==> src/rtl/core/adcoda_pkg.sv <==
// Shared types and constants for the ADC offset / decimating averager.
// No dependencies; used by every module of the block.
`timescale 1ns / 1ps

package adcoda_pkg;

    localparam int DATA_W     = 16;
    localparam int CFG_ADDR_W = 2;

    typedef enum logic [CFG_ADDR_W-1:0] {
        REG_OFFSET_CH1 = 2'd0,
        REG_OFFSET_CH2 = 2'd1
    } cfg_reg_e;

    typedef struct packed {
        logic signed [DATA_W-1:0] raw_ch1;
        logic signed [DATA_W-1:0] raw_ch2;
    } in_word_t;

    typedef struct packed {
        logic signed [DATA_W-1:0] corrected_ch2;
        logic                     decim_valid;
        logic signed [DATA_W-1:0] decim_sample;
        logic                     mean_valid;
        logic signed [DATA_W-1:0] mean_ch1;
        logic signed [DATA_W-1:0] mean_ch2;
    } out_word_t;

    typedef struct packed {
        logic                     valid;
        logic signed [DATA_W-1:0] sample;
    } decim_res_t;

    typedef struct packed {
        logic                     valid;
        logic signed [DATA_W-1:0] mean_ch1;
        logic signed [DATA_W-1:0] mean_ch2;
    } mean_res_t;

endpackage

==> src/rtl/core/adcoda_decimator.sv <==
// Two-stage boxcar decimator for corrected channel one.
// Depends on adcoda_pkg.
`timescale 1ns / 1ps

module adcoda_decimator #(
    parameter int FIRST_DECIM_LOG2  = 2,
    parameter int SECOND_DECIM_LOG2 = 5
) (
    input  logic                                  aclk,
    input  logic                                  aresetn,
    input  logic                                  step,
    input  logic signed [adcoda_pkg::DATA_W-1:0]  sample,
    output adcoda_pkg::decim_res_t                res
);

    localparam int FW = adcoda_pkg::DATA_W + FIRST_DECIM_LOG2;
    localparam int SW = adcoda_pkg::DATA_W + SECOND_DECIM_LOG2;

    logic signed [FW-1:0]                    sum4_reg, sum4_next, sum4_add;
    logic        [FIRST_DECIM_LOG2-1:0]      cnt4_reg, cnt4_next;
    logic signed [SW-1:0]                    summ_reg, summ_next, summ_add;
    logic        [SECOND_DECIM_LOG2-1:0]     cntm_reg, cntm_next;
    logic signed [adcoda_pkg::DATA_W-1:0]    block_mean;

    always_comb begin
        sum4_add   = sum4_reg + FW'(sample);
        block_mean = adcoda_pkg::DATA_W'(sum4_add >>> FIRST_DECIM_LOG2);
        summ_add   = summ_reg + SW'(block_mean);

        sum4_next = sum4_add;
        cnt4_next = cnt4_reg + 1'b1;
        summ_next = summ_reg;
        cntm_next = cntm_reg;
        res       = '0;

        // block of the first stage closes: fold its mean into the second stage
        if (&cnt4_reg) begin
            sum4_next = '0;
            summ_next = summ_add;
            cntm_next = cntm_reg + 1'b1;
            if (&cntm_reg) begin
                summ_next  = '0;
                res.valid  = 1'b1;
                res.sample = adcoda_pkg::DATA_W'(summ_add >>> SECOND_DECIM_LOG2);
            end
        end
    end

    always_ff @(posedge aclk) begin
        if (!aresetn) begin
            sum4_reg <= '0;
            cnt4_reg <= '0;
            summ_reg <= '0;
            cntm_reg <= '0;
        end else if (step) begin
            sum4_reg <= sum4_next;
            cnt4_reg <= cnt4_next;
            summ_reg <= summ_next;
            cntm_reg <= cntm_next;
        end
    end

endmodule

==> src/rtl/core/adcoda_window_avg.sv <==
// Long-window block averager for both corrected channels.
// Depends on adcoda_pkg.
`timescale 1ns / 1ps

module adcoda_window_avg #(
    parameter int AVG_SHIFT = 27
) (
    input  logic                                  aclk,
    input  logic                                  aresetn,
    input  logic                                  step,
    input  logic signed [adcoda_pkg::DATA_W-1:0]  sample_ch1,
    input  logic signed [adcoda_pkg::DATA_W-1:0]  sample_ch2,
    output adcoda_pkg::mean_res_t                 res
);

    localparam int WW = adcoda_pkg::DATA_W + AVG_SHIFT;

    logic signed [WW-1:0]        sum1_reg, sum1_next, sum1_add;
    logic signed [WW-1:0]        sum2_reg, sum2_next, sum2_add;
    logic        [AVG_SHIFT-1:0] cnt_reg, cnt_next;

    always_comb begin
        sum1_add  = sum1_reg + WW'(sample_ch1);
        sum2_add  = sum2_reg + WW'(sample_ch2);
        sum1_next = sum1_add;
        sum2_next = sum2_add;
        cnt_next  = cnt_reg + 1'b1;
        res       = '0;

        // last word of the window: report the mean including it, then clear
        if (&cnt_reg) begin
            sum1_next    = '0;
            sum2_next    = '0;
            res.valid    = 1'b1;
            res.mean_ch1 = adcoda_pkg::DATA_W'(sum1_add >>> AVG_SHIFT);
            res.mean_ch2 = adcoda_pkg::DATA_W'(sum2_add >>> AVG_SHIFT);
        end
    end

    always_ff @(posedge aclk) begin
        if (!aresetn) begin
            sum1_reg <= '0;
            sum2_reg <= '0;
            cnt_reg  <= '0;
        end else if (step) begin
            sum1_reg <= sum1_next;
            sum2_reg <= sum2_next;
            cnt_reg  <= cnt_next;
        end
    end

endmodule

==> src/rtl/core/adc_offset_decimating_averager_core.sv <==
// Top level of the ADC offset correction and decimating averager.
// Depends on adcoda_pkg, adcoda_decimator and adcoda_window_avg.
`timescale 1ns / 1ps

// One word in, one word out, at a sustained rate of one word per clock cycle
// while the output is not stalled. Each word passes through an input
// register and then a result register; the longest path is the long-window
// accumulator add (16 + AVG_SHIFT bits). Offsets are added with 16-bit
// wraparound. Channel one is averaged over 2^FIRST_DECIM_LOG2 words and then
// over 2^SECOND_DECIM_LOG2 of those block means (decim_valid once every 128
// words at the defaults); both channels are averaged over 2^AVG_SHIFT-word
// windows (mean_valid at each window end). Fields whose valid flag is low
// read as zero. Write offsets only while no word is in flight.
module adc_offset_decimating_averager_core #(
    parameter int AVG_SHIFT         = 27,
    parameter int FIRST_DECIM_LOG2  = 2,
    parameter int SECOND_DECIM_LOG2 = 5
) (
    input  logic                                  aclk,
    input  logic                                  aresetn,
    input  logic                                  s_valid,
    output logic                                  s_ready,
    input  adcoda_pkg::in_word_t                  s_data,
    output logic                                  m_valid,
    input  logic                                  m_ready,
    output adcoda_pkg::out_word_t                 m_data,
    input  logic                                  cfg_wr_en,
    input  logic [adcoda_pkg::CFG_ADDR_W-1:0]     cfg_addr,
    input  logic [adcoda_pkg::DATA_W-1:0]         cfg_wdata
);

    logic                                  in_valid_reg, in_valid_next;
    adcoda_pkg::in_word_t                  in_data_reg;
    logic                                  out_valid_reg, out_valid_next;
    adcoda_pkg::out_word_t                 out_data_reg, out_data_next;
    logic signed [adcoda_pkg::DATA_W-1:0]  offset_ch1_reg, offset_ch2_reg;
    logic signed [adcoda_pkg::DATA_W-1:0]  corr_ch1, corr_ch2;
    logic                                  advance;
    adcoda_pkg::decim_res_t                decim_res;
    adcoda_pkg::mean_res_t                 mean_res;

    assign advance = in_valid_reg && (!out_valid_reg || m_ready);
    assign s_ready = !in_valid_reg || advance;
    assign m_valid = out_valid_reg;
    assign m_data  = out_data_reg;

    assign corr_ch1 = in_data_reg.raw_ch1 + offset_ch1_reg;
    assign corr_ch2 = in_data_reg.raw_ch2 + offset_ch2_reg;

    adcoda_decimator #(
        .FIRST_DECIM_LOG2  (FIRST_DECIM_LOG2),
        .SECOND_DECIM_LOG2 (SECOND_DECIM_LOG2)
    ) u_decim (
        .aclk    (aclk),
        .aresetn (aresetn),
        .step    (advance),
        .sample  (corr_ch1),
        .res     (decim_res)
    );

    adcoda_window_avg #(
        .AVG_SHIFT (AVG_SHIFT)
    ) u_window (
        .aclk       (aclk),
        .aresetn    (aresetn),
        .step       (advance),
        .sample_ch1 (corr_ch1),
        .sample_ch2 (corr_ch2),
        .res        (mean_res)
    );

    always_comb begin
        in_valid_next = in_valid_reg;
        if (s_valid && s_ready) begin
            in_valid_next = 1'b1;
        end else if (advance) begin
            in_valid_next = 1'b0;
        end

        out_valid_next = out_valid_reg;
        if (advance) begin
            out_valid_next = 1'b1;
        end else if (m_ready) begin
            out_valid_next = 1'b0;
        end

        out_data_next.corrected_ch2 = corr_ch2;
        out_data_next.decim_valid   = decim_res.valid;
        out_data_next.decim_sample  = decim_res.sample;
        out_data_next.mean_valid    = mean_res.valid;
        out_data_next.mean_ch1      = mean_res.mean_ch1;
        out_data_next.mean_ch2      = mean_res.mean_ch2;
    end

    always_ff @(posedge aclk) begin
        if (!aresetn) begin
            in_valid_reg   <= 1'b0;
            out_valid_reg  <= 1'b0;
            offset_ch1_reg <= '0;
            offset_ch2_reg <= '0;
        end else begin
            in_valid_reg  <= in_valid_next;
            out_valid_reg <= out_valid_next;
            if (cfg_wr_en) begin
                case (adcoda_pkg::cfg_reg_e'(cfg_addr))
                    adcoda_pkg::REG_OFFSET_CH1: begin
                        offset_ch1_reg <= cfg_wdata;
                    end
                    adcoda_pkg::REG_OFFSET_CH2: begin
                        offset_ch2_reg <= cfg_wdata;
                    end
                    default: begin
                    end
                endcase
            end
        end
    end

    always_ff @(posedge aclk) begin
        if (s_valid && s_ready) begin
            in_data_reg <= s_data;
        end
        if (advance) begin
            out_data_reg <= out_data_next;
        end
    end

endmodule

==> config.mk <==
export PLATFORM = sky130hd
export DESIGN_NAME = adc_offset_decimating_averager_core
export DESIGN_NICKNAME = d
export VERILOG_FILES = /design/src/rtl/core/adcoda_pkg.sv /design/src/rtl/core/adcoda_decimator.sv /design/src/rtl/core/adcoda_window_avg.sv /design/src/rtl/core/adc_offset_decimating_averager_core.sv
export SDC_FILE = /design/constraint.sdc
export NUM_CORES = 1
export LEC_CHECK = 0
export ABC_AREA = 1
export BUFFER_PORTS_ARGS = -buffer_cell sky130_fd_sc_hd__buf_2
export CORE_AREA = 2 2 194 196
export CTS_BUF_LIST = sky130_fd_sc_hd__clkbuf_8
export CTS_CLUSTER_SIZE = 16
export DETAILED_ROUTE_END_ITERATION = 7
export DIE_AREA = 0 0 196 198
export GPL_TIMING_DRIVEN = 0
export PLACE_DENSITY = 0.75
export SYNTH_ARGS = -nofsm -noshare
export SYNTH_HDL_FRONTEND = slang
export SYNTH_SLANG_ARGS = --single-unit
==> constraint.sdc <==
create_clock -name aclk -period 4.9 [get_ports aclk]
set_input_delay 0.245 -clock aclk [delete_from_list [all_inputs] [get_ports aclk]]
set_output_delay 0.245 -clock aclk [all_outputs]
set_load 0.03 [all_outputs]
==> results of run 1 <==
[repair_timing]
item / in CTS / in global routing
buffers inserted: 5 / 16
endpoints found under the setup margin: 21 / 26
hold buffers: 50 / 0
endpoints found under the hold margin: 66 / 0
pin swaps: 11 / 30
gates resized for setup: 34 / 86
[worst reg2reg max path, delay by kind of cell (launching register included)]
| family | cells | cell delay, ns |
|---|---|---|
| DFF | 1 | 0.38 |
| AOI/OAI and AO/OA | 9 | 1.28 |
| xor gates and xnor gates | 2 | 0.39 |
| buffers and inverters | 7 | 0.64 |
| adders and majority gates | 4 | 1.07 |
| and+or+nand+nor | 9 | 1.03 |
[kinds of logic after synthesis]
group           Yosys count  share of synthesized area
buf+inv                 375                    0.07146
simple gates           1215                     0.2706
compound gates          570                     0.1585
xor+xnor                122                    0.05372
fa+ha+maj               161                     0.1035
flops                   291                     0.3422
[synthesized netlist by cell type (3+ instances only)]
cell / n
a211oi_1: 7
a21boi_0: 7
a21boi_1: 4
a21boi_2: 4
a21o_1: 18
a21oi_1: 299
a21oi_2: 17
a31oi_1: 8
and2_1: 7
and3_1: 4
buf_1: 3
buf_2: 11
clkbuf_1: 39
dfxtp_1: 193
edfxtp_1: 98
fa_1: 6
ha_1: 155
inv_1: 285
inv_2: 35
nand2_1: 567
nand2_2: 27
nand3_1: 131
nand3_2: 7
nand3b_1: 7
nand4_1: 17
nor2_1: 327
nor2_2: 23
nor2_4: 12
nor3_1: 21
nor3_2: 9
nor4_1: 8
nor4_2: 3
o21a_1: 5
o21ai_0: 148
o21ai_1: 17
o21ai_2: 6
o21bai_1: 19
o31ai_1: 4
or2_1: 25
or2_2: 13
xnor2_1: 38
xor2_1: 84
[where the power goes]
| group | internal (W) | leakage [nW] | total, W | switching [W] |
|---|---|---|---|---|
| clock | 0.00120 | 0.580 | 0.00230 | 0.00111 |
| sequential | 0.00266 | 2.47 | 0.00274 | 0.0000866 |
| combinational | 0.000968 | 7.24 | 0.00283 | 0.00186 |
| total | 0.00482 | 10.3 | 0.00788 | 0.00306 |
[layout make-up]
cell class	instances	area [um2]
Buffer	53	212.7
Clock buffer	58	798.3
Clock inverter	37	234.0
Fill cell	3327	13550
Inverter	322	1214
Multi-Input combinational cell	2068	12250
Sequential cell	291	6808
Tap cell	474	593.1
Timing Repair Buffer	193	1295
[stage by stage]
stage | hold slack, ns | instances | total power [W] | instance area (um2) | util
global placement | 0.4223 | 3329 | 0.005259 | 21090 | 0.5707
floorplan | 0.3439 | 2734 | 0.004680 | 19890 | -
finish | 0.05603 | 3496 | 0.007880 | 23400 | 0.6333
detailed placement | 0.4231 | 3330 | 0.005305 | 21110 | 0.5713
CTS | 0.01288 | 3480 | 0.007712 | 22870 | 0.6187
global route | 0.05798 | 3496 | 0.008332 | 23400 | 0.6333
[metal layers]
metal | global-route usage | wire length [um] | vias to the layer above
met5 | 0 | 0 | -
met4 | 0.08642 | 1287 | 0
met3 | 0.03594 | 3203 | 85
met2 | 0.4893 | 26660 | 585
met1 | 0.3788 | 25660 | 8836
li1 | - | - | 9539
[worst min path at each step]
| stage | to | slack [ns] |
|---|---|---|
| finish | offset_ch1_reg[0] | 0.06 |
| global route | offset_ch1_reg[0] | 0.06 |
| CTS | offset_ch1_reg[0] | 0.01 |
| detailed placement | in_data_reg[18] | 0.42 |
| global placement | in_data_reg[18] | 0.42 |
| floorplan | in_data_reg[0] | 0.34 |
==> impl_metrics.tcl, run 1 <==
set metrics [dict create \
    fin_setup_tns_ns -0.007963 \
    endpoint_kind "flop" \
    grt_pass1_vias 17995 \
    synth_flop_cell "dfxtp_1" \
    p_leak_nw 10.29 \
    drc 0 \
    syn_inst 2734 \
    cp_num_buf_inv 7 \
    clkSinkCount 291 \
    ir_drop_mv 0.2964 \
    final_common_cell "nand2_1" \
    post_drt_via_cell_ratio 5.448 \
    syn_area_um2 19890 \
    overflow 0 \
    synth_cell_types 53 \
    core_um2 36960 \
    antenna_cells 0 \
    area_delta_synth_final_pct 17.67 \
    status "finished with violations" \
    violations "negative setup slack" \
    crit_required_ns 5.47 \
    clk_pin_slew_ns 0.06 \
    grt_antenna_before_repair 0 \
    holdPathStages 4 \
    max_freq_mhz 203.8 \
    wl_um 56810 \
    p_per_area_nw_per_um2 336.7 \
    setup_slack_ns -0.007963 \
    rows 71 \
    rsz0062_at_grt "yes" \
    max_cap_violations 0 \
    dp_hpwl_um 43520 \
    gp_congestion 0.9860 \
    setup_viol 1 \
    cp_max_fo 6 \
    critPathKind "reg2reg" \
    grt_start_max_net_pins 42 \
    cts_buffer_depth 3 \
    cts-root-buf "clkbuf_8" \
    timing.rr.end "u_decim.summ_reg[18]" \
    yosysTopAreaCellShare 0.1943 \
    grt_pass1_wl_um 89670 \
    relSlewSlack 0.1496 \
    vias 19045 \
    firstDrtPassIters 5 \
    clock_skew_ns 0.03312 \
    min-delay-start "cfg_addr[0]" \
    dp_slack_ns -0.7356 \
    crit_arrival_ns 5.48 \
    dieArea_um2 38810 \
    cts_tree "done" \
    tightest_slew_ns 1.274 \
    largest_reg_flops 66 \
    final_cell_mix "554 x nand2_1, 321 x nor2_1, 290 x inv_1, 286 x a21oi_1, 192 x dfxtp_1" \
    ioPinCount 123 \
    crit_end "u_decim.summ_reg[18]" \
    synth_edf_count 98 \
    r2r_slack_ns -0.008 \
    htreeDepth 2 \
    syn_area_per_cell_um2 7.275 \
    nets 3196 \
    insertion_delay_ns 0.66 \
    timing.final.hold_violations 0 \
    hold_path.class "in2reg" \
    r2r_cells 31 \
    die_y_um 198 \
    yosysWarnings 0 \
    drtAntennaViolNets 0 \
    yosysSeqAreaShare 0.3422 \
    ys_async_sr_fraction 0 \
    start_kind "flop" \
    first_iter_violations 1303 \
    grtUsageTotal 0.2860 \
    synthTopCellsByArea "dfxtp_1 19%, edfxtp_1 15%, nand2_1 11%, ha_1 9.8%, a21oi_1 7.5%" \
    die_x_um 196 \
    start_util 0.5382 \
    crit_family "compound AO/OA/AOI/OAI gates" \
    slowest_delay_ns 0.38 \
    cp.depth 31 \
    syn_nets 2950 \
    post-route-min-period_ns 4.908 \
    min_period_over_period 1.002 \
    crit_start "in_data_reg[16]" \
    final-max-slew-violation-count 0 \
    cpMaxStageDelayCell "edfxtp_1" \
    ys_ff_latch 291 \
    numCtsBuffers 51 \
    portBuffers 121 \
    yosysTopAreaCell "dfxtp_1" \
    wl_per_cell_um 16.25 \
    reg2reg_from "in_data_reg[16]" \
    drive_gt1_frac 0.1618 \
]
(Power assumes the default switching activity.)
==> inputs of run 2 (changes only) <==
--- a/config.mk
+++ b/config.mk
@@ -6,14 +6,16 @@
 export NUM_CORES = 1
 export LEC_CHECK = 0
 export ABC_AREA = 1
+export ABC_CLOCK_PERIOD_IN_PS = 4900
 export BUFFER_PORTS_ARGS = -buffer_cell sky130_fd_sc_hd__buf_2
-export CORE_AREA = 2 2 194 196
+export CORE_AREA = 2 2 286 288
 export CTS_BUF_LIST = sky130_fd_sc_hd__clkbuf_8
 export CTS_CLUSTER_SIZE = 16
 export DETAILED_ROUTE_END_ITERATION = 7
-export DIE_AREA = 0 0 196 198
+export DIE_AREA = 0 0 288 290
+export GPL_ROUTABILITY_DRIVEN = 0
 export GPL_TIMING_DRIVEN = 0
-export PLACE_DENSITY = 0.75
+export PLACE_DENSITY = 0.42
 export SYNTH_ARGS = -nofsm -noshare
 export SYNTH_HDL_FRONTEND = slang
 export SYNTH_SLANG_ARGS = --single-unit
==> impl_metrics.tcl, run 2 (synthesized netlist as in run 1, its figures left out) <==
set metrics [dict create \
    start_kind "flop" \
    nets 3214 \
    drtAntennaViolNets 0 \
    overflow 0 \
    max_cap_violations 0 \
    htreeDepth 2 \
    clock_skew_ns 0.05379 \
    path_common_cell "nand2_1" \
    clk_pin_slew_ns 0.06 \
    grt_start_max_net_pins 54 \
    relSlewSlack 0.2316 \
    largest_reg_flops 66 \
    numCtsBuffers 55 \
    ioPinCount 123 \
    final-max-slew-violation-count 0 \
    die_x_um 288 \
    total_power_w 0.008275 \
    wl_per_cell_um 16.25 \
    critPathKind "reg2reg" \
    dieArea_um2 83520 \
    first_iter_violations 992 \
    rows 104 \
    hold_path.class "in2reg" \
    grt_pass1_vias 18118 \
    cts_buffer_depth 3 \
    core_um2 80160 \
    grt_pass1_wl_um 103000 \
    final_cell_mix "548 x nand2_1, 318 x nor2_1, 290 x inv_1, 287 x a21oi_1, 193 x dfxtp_1" \
    fin_setup_tns_ns 0 \
    die_y_um 290 \
    max_freq_mhz 209.6 \
    cpMaxStageDelayCell "fa_2" \
    grt_antenna_before_repair 2 \
    p_per_area_nw_per_um2 334.2 \
    final_common_cell "nand2_1" \
    fin_hold_ws_ns 0.06551 \
    cts-root-buf "clkbuf_8" \
    tightest_slew_ns 1.153 \
    insertion_delay_ns 0.68 \
    min_period_over_period 0.9737 \
    vias 18352 \
    grtUsageTotal 0.1567 \
    endpoint_kind "flop" \
    setup_viol 0 \
    crit_arrival_ns 5.38 \
    portBuffers 121 \
    cp_max_fo 5 \
    timing.final.hold_violations 0 \
    wl_um 66710 \
    r2r_slack_ns 0.13 \
    cts_tree "done" \
    post-route-min-period_ns 4.771 \
    cp_num_buf_inv 3 \
    start_util 0.2481 \
    dp_hpwl_um 53010 \
    ir_drop_mv 0.1986 \
    clkSinkCount 291 \
    drive_gt1_frac 0.1767 \
    utilization 0.3089 \
    post_drt_via_cell_ratio 4.471 \
    slowest_delay_ns 0.41 \
    status "complete, no violations" \
    area_delta_synth_final_pct 24.49 \
    p_leak_nw 10.49 \
    crit_required_ns 5.51 \
    drc 0 \
    rsz0062_at_grt "yes" \
    firstDrtPassIters 5 \
    crit_family "compound AO/OA/AOI/OAI gates" \
]
[run 2: cell types whose count changed in the layout (fill, tap and decap cells not counted), sizes merged]
cell | before | now
buf | 157 | 171
inv | 332 | 336
bufinv | 2 | 4
clkbuf | 97 | 99
clkinv | 23 | 25
clkinvlp | 2 | 0
diode | 0 | 1
[run 2: layout make-up]
class                   instances  area [um2]
multi-input cells            2068       12660
repair buffers                207        1416
clock inverters                43       297.8
diodes                          1       2.502
fillers                      8834       55400
well taps                    1060        1326
flip-flops and latches        291        6807
clock buffers                  60       825.8
plain buffers                  53       212.7
inverters                     322        1214
[run 2: final timing paths]
check | cells after the start | start | end
max | 27 | in_data_reg[16] | u_decim.summ_reg[17]
min reg2reg | 1 | u_decim.cntm_reg[3] | u_decim.cntm_reg[3]
min | 3 | aresetn | u_decim.cnt4_reg[0]
max reg2reg | 27 | in_data_reg[16] | u_decim.summ_reg[17]
[run 2: worst reg2reg max path, cell delays in order, from the launching register on]
cell and delay [ns]:
edfxtp_1 0.39, ha_2 0.21, inv_2 0.04, fa_2 0.41, nor2_4 0.11, a211oi_4 0.06
o31ai_4 0.30, a31oi_4 0.15, o21ai_2 0.14, xor2_1 0.20, inv_2 0.11, ha_4 0.35
buf_6 0.13, nand2_8 0.06, nor2_4 0.10, nand4_1 0.12, nand2_2 0.15, xor2_4 0.24
ha_4 0.27, a21oi_4 0.16, o211ai_1 0.16, a21oi_2 0.17, nand2_1 0.09, nand2_1 0.06
nand2_1 0.07, xnor2_2 0.14, or2_1 0.21, a21oi_1 0.11
[run 2: per-stage QoR]
step | setup WS [ns] | cell area [um2] | instances
after floorplan | 0.4033 | 19890 | 2734
after global placement | -0.9574 | 21820 | 3915
after detailed placement | -0.8131 | 21850 | 3916
after CTS | -0.1314 | 23860 | 4079
after global routing | -0.1252 | 24760 | 4105
final | 0.1288 | 24760 | 4105
[run 2: where the power goes]
| part | switching [W] | internal [W] | total [W] |
|---|---|---|---|
| clock | 0.00114 | 0.00134 | 0.00248 |
| sequential | 0.0000942 | 0.00266 | 0.00275 |
| combinational | 0.00197 | 0.00107 | 0.00304 |
[run 2: per-layer routing]
| metal | track usage | vias to the layer above | part of all wire |
|---|---|---|---|
| li1 | - | 9581 | - |
| met1 | 0.2274 | 8378 | 0.51 |
| met2 | 0.2433 | 300 | 0.43 |
| met3 | 0.02036 | 93 | 0.035 |
| met4 | 0.03905 | 0 | 0.023 |
| met5 | 0 | - | 0 |
[run 2: repair_timing]
item | 4_1_cts | 5_1_grt
buffers inserted | 10 | 25
resized for setup | 52 | 132
hold buffers | 50 | 0
setup endpoints to repair | 58 | 34
pin swaps | 23 | 63
hold endpoints to repair | 66 | 0
